## config.mk

```make
export PLATFORM = sky130hd
export DESIGN_NAME = afc_ctrl
export DESIGN_NICKNAME = d
export VERILOG_FILES = /design/src/hdl/afc_pkg.sv /design/src/hdl/afc_ctrl.sv
export SDC_FILE = /design/constraint.sdc
export NUM_CORES = 1
export LEC_CHECK = 0
export BUFFER_PORTS_ARGS = -buffer_cell sky130_fd_sc_hd__buf_2
export CAP_MARGIN = 20
export CORE_UTILIZATION = 45
export DETAILED_ROUTE_END_ITERATION = 7
export PLACE_DENSITY = 0.81
export SYNTH_ARGS = -nofsm -noshare
export SYNTH_HDL_FRONTEND = slang
export SYNTH_SLANG_ARGS = --single-unit
export TNS_END_PERCENT = 10
```

## constraint.sdc

```tcl
create_clock -name clk_i -period 1.5 [get_ports clk_i]
set_input_delay 0.15 -clock clk_i [delete_from_list [all_inputs] [get_ports clk_i]]
set_output_delay 0.15 -clock clk_i [all_outputs]
set_load 0.03 [all_outputs]
```

## src/hdl/afc_pkg.sv

```systemverilog
// Shared types, constants and helpers for the frustum culling block.
`timescale 1ns / 1ps

package afc_pkg;

  localparam int NUM_PLANES_DEF = 6;
  localparam int COORD_W        = 32;
  localparam int DIFF_W         = COORD_W + 1;
  localparam int PROD_W         = COORD_W + DIFF_W;
  localparam int SUM_W          = PROD_W + 2;
  localparam int PASSED_W       = 3;
  localparam int IDX_IN_W       = 3;

  localparam logic MODE_WRITE = 1'b0;
  localparam logic MODE_TEST  = 1'b1;

  typedef enum logic [1:0] {
    ST_IDLE,
    ST_RUN,
    ST_HOLD
  } afc_state_e;

  typedef struct packed {
    logic [COORD_W-1:0] nx;
    logic [COORD_W-1:0] ny;
    logic [COORD_W-1:0] nz;
    logic [COORD_W-1:0] px;
    logic [COORD_W-1:0] py;
    logic [COORD_W-1:0] pz;
  } afc_plane_t;

  typedef struct packed {
    logic write_plane;
    logic capture_box;
    logic issue;
    logic flush;
  } afc_cmd_t;

  typedef struct packed {
    logic res_valid;
    logic res_neg;
  } afc_status_t;

  // Positive vertex on one axis minus the plane point, exact in 33 bits.
  function automatic logic signed [DIFF_W-1:0] vertex_diff(
    input logic [COORD_W-1:0] n,
    input logic [COORD_W-1:0] mn,
    input logic [COORD_W-1:0] mx,
    input logic [COORD_W-1:0] p
  );
    logic [COORD_W-1:0]      v;
    logic signed [DIFF_W-1:0] vs;
    logic signed [DIFF_W-1:0] ps;
    v  = n[COORD_W-1] ? mn : mx;
    vs = {v[COORD_W-1], v};
    ps = {p[COORD_W-1], p};
    return vs - ps;
  endfunction

endpackage

```

## src/hdl/afc_ctrl.sv

```systemverilog
// Controller: transaction handshakes, plane sequencing, pass count and result register.
`timescale 1ns / 1ps

module afc_ctrl
  import afc_pkg::*;
#(
  parameter int NUM_PLANES = NUM_PLANES_DEF,
  parameter int IDX_W      = (NUM_PLANES > 1) ? $clog2(NUM_PLANES) : 1
) (
  input  logic                 clk_i,
  input  logic                 rst_ni,
  input  logic                 in_valid_i,
  output logic                 in_stall_o,
  input  logic                 mode_i,
  output logic                 out_valid_o,
  input  logic                 out_stall_i,
  output logic                 visible_o,
  output logic [PASSED_W-1:0]  planes_passed_o,
  output afc_cmd_t             cmd_o,
  output logic [IDX_W-1:0]     issue_idx_o,
  input  afc_status_t          status_i
);

  localparam int CNT_MIN = $clog2(NUM_PLANES + 1);
  localparam int CNT_W   = (CNT_MIN > PASSED_W) ? CNT_MIN : PASSED_W;

  afc_state_e       state_q, state_d;
  logic [CNT_W-1:0] issue_cnt_q, issue_cnt_d;
  logic [CNT_W-1:0] pass_cnt_q, pass_cnt_d;
  logic             out_valid_q, out_valid_d;
  logic             visible_q, visible_d;
  logic [PASSED_W-1:0] passed_q, passed_d;
  logic             out_free;
  logic             done;
  logic             load;
  logic [CNT_W-1:0] pass_inc;

  assign out_free = ~out_valid_q | ~out_stall_i;
  assign pass_inc = pass_cnt_q + CNT_W'(1);

  always_ff @(posedge clk_i or negedge rst_ni) begin
    if (!rst_ni) begin
      state_q     <= ST_IDLE;
      issue_cnt_q <= '0;
      pass_cnt_q  <= '0;
      out_valid_q <= 1'b0;
    end else begin
      state_q     <= state_d;
      issue_cnt_q <= issue_cnt_d;
      pass_cnt_q  <= pass_cnt_d;
      out_valid_q <= out_valid_d;
    end
  end

  always_ff @(posedge clk_i) begin
    visible_q <= visible_d;
    passed_q  <= passed_d;
  end

  always_comb begin
    state_d     = state_q;
    issue_cnt_d = issue_cnt_q;
    pass_cnt_d  = pass_cnt_q;
    in_stall_o  = 1'b1;
    cmd_o       = '0;
    done        = 1'b0;
    load        = 1'b0;
    unique case (state_q)
      ST_IDLE: begin
        in_stall_o = 1'b0;
        if (in_valid_i) begin
          if (mode_i == MODE_TEST) begin
            cmd_o.capture_box = 1'b1;
            issue_cnt_d       = '0;
            pass_cnt_d        = '0;
            state_d           = ST_RUN;
          end else begin
            cmd_o.write_plane = 1'b1;
          end
        end
      end
      ST_RUN: begin
        if (issue_cnt_q < CNT_W'(NUM_PLANES)) begin
          cmd_o.issue = 1'b1;
          issue_cnt_d = issue_cnt_q + CNT_W'(1);
        end
        if (status_i.res_valid) begin
          if (status_i.res_neg) begin
            done = 1'b1;
          end else begin
            pass_cnt_d = pass_inc;
            if (pass_inc == CNT_W'(NUM_PLANES)) begin
              done = 1'b1;
            end
          end
        end
        if (done) begin
          cmd_o.flush = 1'b1;
          if (out_free) begin
            load    = 1'b1;
            state_d = ST_IDLE;
          end else begin
            state_d = ST_HOLD;
          end
        end
      end
      ST_HOLD: begin
        if (out_free) begin
          load    = 1'b1;
          state_d = ST_IDLE;
        end
      end
      default: begin
        state_d = ST_IDLE;
      end
    endcase
  end

  always_comb begin
    out_valid_d = out_valid_q & out_stall_i;
    visible_d   = visible_q;
    passed_d    = passed_q;
    if (load) begin
      out_valid_d = 1'b1;
      visible_d   = (pass_cnt_d == CNT_W'(NUM_PLANES));
      passed_d    = pass_cnt_d[PASSED_W-1:0];
    end
  end

  assign issue_idx_o     = issue_cnt_q[IDX_W-1:0];
  assign out_valid_o     = out_valid_q;
  assign visible_o       = visible_q;
  assign planes_passed_o = passed_q;

endmodule

```

# Yosys cells after proc, flatten, opt, wreduce, memory -nomap -nowiden

Index checks and enable logic that the tools add are counted.

Register bits: 13
Input bits: 7
Output and inout bits: 13
Word-level logic and storage cells: 57

Add/subtract/negate cells: 2
Magnitude comparators: 1
Equality and inequality tests: 9
Multiplexer cells: 31
Bitwise gates (word level): 4
Reductions and logical operators: 4

Operators with widths:

| kind                                                            | number |
|---|---|
| 3-bit two-way mux                                               | 7 |
| 2-bit two-way mux                                               | 8 |
| 1-bit two-way mux                                               | 12 |
| 3-bit case mux with 2 select lines                              | 2 |
| 2-bit inequality test, second input constant                    | 5 |
| 4-bit AND reduction                                             | 2 |
| 3-bit by 1-bit adder with 3-bit output, second input constant   | 2 |
| 3-bit == test, second input constant                            | 2 |
| 2-bit case mux with 3 select lines                              | 1 |
| 3-bit less-than comparator, second input constant               | 1 |
| 2-bit by 1-bit == test with 1-bit output, second input constant | 1 |
| 2-bit == test, second input constant                            | 1 |
| 2-bit zero test                                                 | 1 |
| 1-bit NOT                                                       | 2 |
| 1-bit case mux with 2 select lines                              | 1 |
| 2-bit nonzero test                                              | 1 |
| 1-bit bitwise AND                                               | 1 |
| 1-bit bitwise OR                                                | 1 |

# Logic depth before layout (Yosys ltp)

Gate-level depths: netlist (run 1).

Word-level depth: 9
Depth in mapped cells: 7
Depth with buffers taken out: 7

# Worst setup path after synthesis (run 1)

Ideal clock, no wire load.

Path type: reg2reg
Start: reg state_q[1]
End: reg visible_q, in the netlist visible_o (data pin)
Library setup time: 259 ps
Arrival: 1457 ps
Required time: 1241 ps
Slack: -216 ps
Cell stages (with the launch flop): 8
Path buffers: 0
Clock period less this slack: 1716 ps
Cell sequence: dfrtp_1 -> inv_1 -> ha_1 -> nand3_1 -> inv_1 -> a21oi_4 -> a22o_1 -> a21boi_1

Word-level cells in the longest chain between the ends: 3
Elaborated cells on any way between the ends: 4
Classes of those cells: eq/ne (2); mux (1); reduce/logical (1)

RTL lines:

| what                                                                               | RTL line        | text |
|---|---|---|
| start: declaration                                                                 | afc_ctrl.sv:27  | `afc_state_e state_q, state_d;` |
| start signal: assignment                                                           | afc_ctrl.sv:48  | `state_q <= state_d;` |
| 2-bit by 1-bit == test with 1-bit output / 2-bit zero test (equally long branches) | afc_ctrl.sv:68  | `unique case (state_q)` |
| 3-bit case mux with 2 select lines *                                               | afc_ctrl.sv:68  |  |
| net pass_cnt_d[2]                                                                  | afc_ctrl.sv:29  | `logic [CNT_W-1:0] pass_cnt_q, pass_cnt_d;` |
| 3-bit == test *                                                                    | afc_ctrl.sv:125 | `visible_d = (pass_cnt_d == CNT_W'(NUM_PLANES));` |
| end signal: assignment                                                             | afc_ctrl.sv:56  | `visible_q <= visible_d;` |
| end: declaration                                                                   | afc_ctrl.sv:31  | `logic visible_q, visible_d;` |

Mark *: on every way through the listed nets, which the timed path passes. The rest lies on a longest branch.
A chain may end at the register's enable or synchronous reset.

==> metrics.csv, run 1 <==
metric,value,unit
Hold Fails Final Rpt,0,
post-synthesis adder-cell area fraction,0.0962,
drt drc,1,
"Worst Setup Slack, final",-0.202,ns
Cell Pwr Density,2320,nW/um2
outcome,"complete, but fails checks",
drt initial violations,24,
vias,739,
syn nets,89,
GR Layer Usage met1,0.279,
overall power,2.62,mW
Final Util,0.726,
post-synth cell types,29,
grt met3 use,0.0750,
Final Critical Period,1.70,ns
RR Startpoint,pass_cnt_q[0],
worst vdd ir,0.00144,V
Sequential Power Share,0.260,
Cells after Synth,76,
Worst Hold Class,in2reg,
Final Skew,0.00266,ns
Synth async-reset ratio,0.692,
mux cell area share after synthesis,0.0128,
vias per cell,5.82,
Routed WL,2.27,mm
CTS tree,yes,
share of layout cells above drive strength 1,0.505,
worst hold path depth,3,
unrepaired setup endpoints after global routing,yes,
overall global routing resource usage,0.263,
crit start category,flop,
Compound-Gate Fraction of Synth Area,0.200,
Worst EP arrival,1.55,ns
met2 Use GR,0.475,
"Avg Cell Area, Syn",10.3,um2
CP Capture Type,output port,
initial antenna violation count,0,
grt total ovfl,0,
largest family of logic cells by synthesized area,compound AO/OA/AOI/OAI gates,
Worst EP required,1.35,ns
worst-margin pin slew,0.304,ns
Die Ht,43.7,um
H-Tree Depth,1,
final setup fails,13,
starting density of the core,0.501,
IO Count,20,
Worst Hold End,out_valid_o,
Area Overhead vs Synth,44.9,%
vias in the first global route,774,
Clk pwr share,0.086,
Clock Path Buffers,2,
"EDFF count, synth",4,
CTS Sinks,13,
register area share after synthesis,0.442,
Max Cap Viol,0,
clock latency on the worst-skew pair,0.29,ns
Slew Limit Fails,0,
routed length per placed instance,17.9,um
Post-Synth XOR/XNOR Area,0.0337,
antenna-violating nets left,0,
root buf cell,clkbuf_4,
Comb pwr share,0.654,
R2R depth,6,
switching portion of total power,0.478,
hold_sp,out_stall_i,
"commonest non-fill, non-tap cell in the layout",buf_2,
Pre-antenna DRT Iters,6,
crit path kind,reg2out,
FP Rows,14,
worst r2r dst,planes_passed_o[0],
Place WS,-0.130,ns
total CTS buffers,3,
port bufs,19,
leakage power,0.514,nW
#FFs+latches synth,13,
final RePlAce weighted congestion,0.751,
most frequent cells in the layout,"buf_2 (15), buf_4 (11), nand2_1 (10), dfrtp_1 (9), buf_6 (5)",
clk slew on worst S/H paths,0.08,ns
max frequency,587,MHz
core box area,1560,um2
dpl hpwl,1.43,mm
# diodes,0,
Max-Slew Margin vs Limit,0.797,
prevailing post-synth register cell,dfrtp_1,
part of the cycle the worst path needs,1.13,
first-pass GRT wire length,3.50,mm
Die W,43.7,um
P_sw,1.25,mW
DIE AREA,1910,um2
Mapped Area,781,um2
hold_ws,0.227,ns
Synth warnings,0,
nets@finish,125,
critical path peak fanout,2,
Post-Synth Simple-Gate Area,0.171,
FF-to-FF setup slack,-0.11,ns
global route hottest layer,met2,
failing checks,"design-rule violations, negative setup slack",
largest net degree at the start of global routing,10,
P_int,1.37,mW
-- cells in the mapped netlist, types with 2 or more instances --
cell type	count	area, um2
a22o_1	2	17.5
edfxtp_1	4	120
a21oi_1	5	25.0
nor2_1	2	7.51
ha_1	6	75.1
nand3_1	4	20.0
nor3_1	3	15.0
o21bai_1	2	15.0
dfrtp_1	9	225
nand2_1	10	37.5
o21ai_0	5	25.0
inv_1	6	22.5
xnor2_1	2	17.5
-- critical path: stages, from the launching register on --
cell and delay, ns:
dfrtp_1 0.40, ha_2 0.19, xnor2_1 0.13, o21ai_2 0.15, buf_4 0.14, and2_4 0.13, buf_6 0.12
-- through the flow --
step,TNS [ns],area [um2],cells
2_1_floorplan,-0.102,803,76
3_3_place_gp,-0.0308,978,119
3_5_place_dp,-0.319,978,119
4_1_cts,-0.458,1100,126
5_1_grt,-1.71,1130,127
6_report,-0.885,1130,127
-- cell families after synthesis --
family	count (synthesis)
simple gates	24
flops	13
mux	1
buf+inv	8
fa+ha+maj	6
compound gates	21
xor+xnor	3
-- worst max-delay path by stage --
stage / slack [ns] / to / startpoint / depth (start not counted)
after floorplan: -0.03 / planes_passed_o[0] / pass_cnt_q[0] / 5
after global placement: -0.03 / visible_o / state_q[1] / 6
after detailed placement: -0.13 / visible_o / state_q[1] / 6
after CTS: -0.22 / cmd_o[0] / pass_cnt_q[0] / 6
after global routing: -0.27 / cmd_o[0] / pass_cnt_q[0] / 6
final: -0.20 / cmd_o[0] / pass_cnt_q[0] / 6
-- power by group through the flow --
| stage | clock network [mW] | logic [mW] | registers (mW) |
|---|---|---|---|
| after detailed placement | 0 | 1.41 | 0.652 |
| final | 0.226 | 1.72 | 0.683 |
| after floorplan | 0 | 0.817 | 0.794 |
| after global placement | 0 | 1.37 | 0.641 |
| after global routing | 0.249 | 1.82 | 0.697 |
| after CTS | 0.232 | 1.58 | 0.664 |
-- sequential cells by signal, indices dropped and copies added (netlist names) --
| name | cells |
|---|---|
| pass_cnt_q | 3 |
| planes_passed_o | 3 |
| out_valid_o | 1 |
| state_q | 2 |
| issue_idx_o | 3 |
| visible_o | 1 |
-- metal layers --
| layer | part of all wire | vias up |
|---|---|---|
| met5 | 0 | - |
| met4 | 0.024 | 0 |
| met3 | 0.059 | 9 |
| met2 | 0.56 | 28 |
| met1 | 0.36 | 367 |
| li1 | - | 335 |
-- area by class of cell --
type | instances | area [um2]
inverter | 7 | 31.3
fill | 107 | 428
sequential | 13 | 345
clock buffer | 4 | 26.3
multi-input combinational | 55 | 484
timing repair buffer | 32 | 224
tap | 16 | 20.0
-- repair_timing --
action                                  CTS  global route
endpoints found under the hold margin     9             0
hold buffers                              1             0
pin swaps                                 5             3
endpoints found under the setup margin   11            16
buffers inserted                          2             1
gates resized for setup                  15            13
(Power assumes the default switching activity.)
==> run 2, diff against run 1 <==
Settings changed: SKIP_LAST_GASP set to 1.
==> metrics.csv, run 2 (synthesis results as in run 1) <==
metric,value,unit
final setup fails,8,
crit start category,flop,
drt initial violations,20,
starting density of the core,0.501,
Max Cap Viol,0,
Cell Pwr Density,2270,nW/um2
"slowest stage delay, CP",0.39,ns
overall global routing resource usage,0.240,
met2 Use GR,0.424,
Layout Cells excl Fill,126,
overall power,2.38,mW
slowest cell on the critical path,dfrtp_1,
routed length per placed instance,15.5,um
core box area,1560,um2
final RePlAce weighted congestion,0.751,
nets@finish,124,
grt met3 use,0.0708,
clk slew on worst S/H paths,0.08,ns
CP Capture Type,output port,
IO Count,20,
dpl cell area,978,um2
unrepaired setup endpoints after global routing,yes,
vias,706,
max frequency,594,MHz
Routed WL,1.95,mm
vias in the first global route,722,
"commonest non-fill, non-tap cell in the layout",buf_2,
failing checks,"design-rule violations, negative setup slack",
initial antenna violation count,0,
CTS tree,yes,
clock latency on the worst-skew pair,0.28,ns
Pre-antenna DRT Iters,6,
Die W,43.7,um
Worst EP required,1.35,ns
total CTS buffers,3,
port bufs,19,
worst-margin pin slew,0.322,ns
Final Util,0.673,
share of layout cells above drive strength 1,0.445,
DIE AREA,1910,um2
outcome,"complete, but fails checks",
setup TNS,-0.595,ns
# diodes,0,
CTS Sinks,13,
placed cells,119,
Worst Hold Class,in2reg,
CP Cell Sequence,inv_1 -> ha_2 -> nand2_1 -> o21ai_2 -> buf_4 -> and2_4 -> buf_6,
vias per cell,5.60,
worst vdd ir,0.00133,V
Final Critical Period,1.68,ns
Area Overhead vs Synth,34.5,%
Final Skew,0.00292,ns
crit path kind,reg2out,
Max-Slew Margin vs Limit,0.783,
antenna-violating nets left,0,
most frequent cells in the layout,"buf_2 (18), nand2_1 (10), buf_4 (10), dfrtp_1 (9)",
"Worst Setup Slack, final",-0.184,ns
Final Cell Area,1050,um2
GR Layer Usage met1,0.268,
FP Rows,14,
dpl hpwl,1.43,mm
root buf cell,clkbuf_4,
Place WS,-0.130,ns
part of the cycle the worst path needs,1.12,
Clock Path Buffers,2,
largest net degree at the start of global routing,10,
hold_ws,0.227,ns
Slew Limit Fails,0,
global route hottest layer,met2,
drt drc,1,
H-Tree Depth,1,
Worst EP arrival,1.53,ns
first-pass GRT wire length,3.22,mm
Die Ht,43.7,um
grt total ovfl,0,
leakage power,0.494,nW
critical path peak fanout,2,
Hold Fails Final Rpt,0,
## run 2: layout make-up
class	count	area (um2)
repair buffers	31	198
multi-input cells	55	432
well taps	16	20.0
fillers	126	509
inverters	7	28.8
clock buffers	4	26.3
flip-flops and latches	13	345
## run 2: per-layer routing
layer  vias up  wire [um]  share of wire
met4         0         31          0.016
li1        337          -              -
met5         -          0              0
met1       339        768           0.39
met3         7        100          0.051
met2        23       1050           0.54
## run 2: path summary, 6_finish.rpt
check	start	to	slack, ns	depth (start not counted)
min reg2reg	issue_idx_o[0]	issue_idx_o[0]	0.59	1
max	pass_cnt_q[1]	cmd_o[0]	-0.18	7
min	out_stall_i	out_valid_o	0.23	3
max reg2reg	state_q[1]	visible_o	-0.09	6
max in group asynchronous	rst_ni	out_valid_o	1.07	2
min in group asynchronous	rst_ni	pass_cnt_q[1]	0.25	2
## run 2: power breakdown
group          internal, mW  switching [mW]  leakage, nW
registers             0.527           0.124        0.151
logic                 0.633           0.875        0.328
clock network         0.103           0.120       0.0150
## run 2: critical path: cells and delay by family (launching register included)
family	cells	cell delay (ns)
flops	1	0.39
compound gates	1	0.16
buf+inv	3	0.34
simple gates	2	0.19
fa+ha+maj	1	0.17
## run 2: repair_timing
action	in CTS	in global routing
setup endpoints to repair	11	16
buffers inserted	2	0
gates resized for setup	5	2
hold endpoints to repair	9	0
hold buffers	1	0
pin swaps	4	2
==> run 3, diff against run 2 <==
Settings changed: PLACE_DENSITY 0.81 to 0.76, SKIP_LAST_GASP 1 to unset.
==> metrics.csv, run 3 (synthesis results as in run 1) <==
metric,value,unit
CP Capture Type,output port,
# diodes,0,
crit path kind,reg2out,
port bufs,19,
Sequential Power Share,0.260,
P_sw,1.15,mW
largest net degree at the start of global routing,10,
clk slew on worst S/H paths,0.08,ns
Clock Path Buffers,2,
vias per cell,5.43,
Pre-antenna DRT Iters,6,
grt total ovfl,0,
Slew Limit Fails,0,
total CTS buffers,3,
final RePlAce weighted congestion,0.697,
dpl hpwl,1.29,mm
Clk pwr share,0.089,
Final Critical Period,1.68,ns
Worst EP required,1.35,ns
Max Cap Viol,0,
most frequent cells in the layout,"buf_2 (15), buf_4 (13), nand2_1 (9), dfrtp_1 (9)",
initial antenna violation count,0,
worst vdd ir,0.00147,V
P_int,1.36,mW
hold_ws,0.212,ns
Routed WL,1.85,mm
routed length per placed instance,14.3,um
"Worst Setup Slack, final",-0.177,ns
IO Count,20,
switching portion of total power,0.459,
Hold Fails Final Rpt,0,
nets@finish,127,
Cell Pwr Density,2210,nW/um2
failing checks,"design-rule violations, negative setup slack",
core box area,1560,um2
overall global routing resource usage,0.212,
first-pass GRT wire length,2.84,mm
Die W,43.7,um
max frequency,596,MHz
part of the cycle the worst path needs,1.12,
Area Overhead vs Synth,45.2,%
critical path peak fanout,2,
unrepaired setup endpoints after global routing,yes,
leakage power,0.519,nW
DIE AREA,1910,um2
CTS Sinks,13,
vias in the first global route,615,
starting density of the core,0.501,
drt initial violations,8,
Worst Hold Class,in2reg,
setup TNS,-0.341,ns
share of layout cells above drive strength 1,0.522,
Final Skew,0.0103,ns
FP Rows,14,
Worst EP arrival,1.53,ns
Die Ht,43.7,um
Place WS,-0.0837,ns
"commonest non-fill, non-tap cell in the layout",buf_2,
vias,701,
CTS tree,yes,
worst-margin pin slew,0.218,ns
clock latency on the worst-skew pair,0.28,ns
final setup fails,7,
crit start category,flop,
drt drc,1,
H-Tree Depth,1,
root buf cell,clkbuf_4,
Comb pwr share,0.652,
Max-Slew Margin vs Limit,0.852,
antenna-violating nets left,0,
outcome,"complete, but fails checks",
==> run 3: changes by cell type in the layout (fill, tap and decap cells not counted), sizes merged <==
cell  previous run  this run
buf             30        33
==> run 3: layout make-up <==
| cell class | count | area, um2 |
|---|---|---|
| Clock buffer | 4 | 26.3 |
| Tap cell | 16 | 20.0 |
| Multi-Input combinational cell | 55 | 474 |
| Fill cell | 119 | 425 |
| Sequential cell | 13 | 345 |
| Inverter | 7 | 28.8 |
| Timing Repair Buffer | 34 | 239 |
==> run 3: repair_timing <==
| action | CTS | global route |
|---|---|---|
| gates resized for setup | 12 | 11 |
| pin swaps | 3 | 1 |
| setup buffers | 3 | 3 |
| endpoints found under the hold margin | 9 | 0 |
| hold buffers | 1 | 0 |
| setup endpoints to repair | 10 | 16 |
==> run 3: per-stage QoR <==
stage	area [um2]	utilization	power, mW	cells
global placement	971	0.623	2.01	118
floorplan	803	-	1.61	76
finish	1130	0.727	2.51	129
CTS	1070	0.687	2.38	126
global route	1130	0.727	2.68	129
detailed placement	971	0.623	2.04	118
==> run 3: power by group through the flow <==
| stage | sequential [mW] | combinational [mW] | clock (mW) |
|---|---|---|---|
| floorplan | 0.794 | 0.817 | 0 |
| global placement | 0.643 | 1.37 | 0 |
| detailed placement | 0.649 | 1.39 | 0 |
| CTS | 0.645 | 1.50 | 0.226 |
| global route | 0.667 | 1.76 | 0.249 |
| finish | 0.651 | 1.63 | 0.223 |
==> run 3: worst paths after layout <==
path | startpoint | to | slack, ns | cells past startpoint
max reg2reg | pass_cnt_q[0] | state_q[1] | -0.03 | 7
min reg2reg | issue_idx_o[0] | issue_idx_o[0] | 0.59 | 1
min in group asynchronous | rst_ni | issue_idx_o[0] | 0.24 | 2
min | out_stall_i | out_valid_o | 0.21 | 3
max in group asynchronous | rst_ni | out_valid_o | 1.06 | 2
max | pass_cnt_q[0] | cmd_o[0] | -0.18 | 6
==> run 3: routing by layer <==
metal  vias to the layer above  GRT usage  wire (um)
li1                        347          -          -
met1                       328      0.274        790
met2                        22      0.346        951
met3                         4     0.0375         90
met4                         0     0.0938         19
met5                         -          0          0
==> run 3: worst max-delay path, cell delays in order (launching register included) <==
cell     delay (ns)
dfrtp_1        0.40
ha_2           0.20
xnor2_2        0.13
o21ai_2        0.15
buf_6          0.12
and2_4         0.13
buf_6          0.12
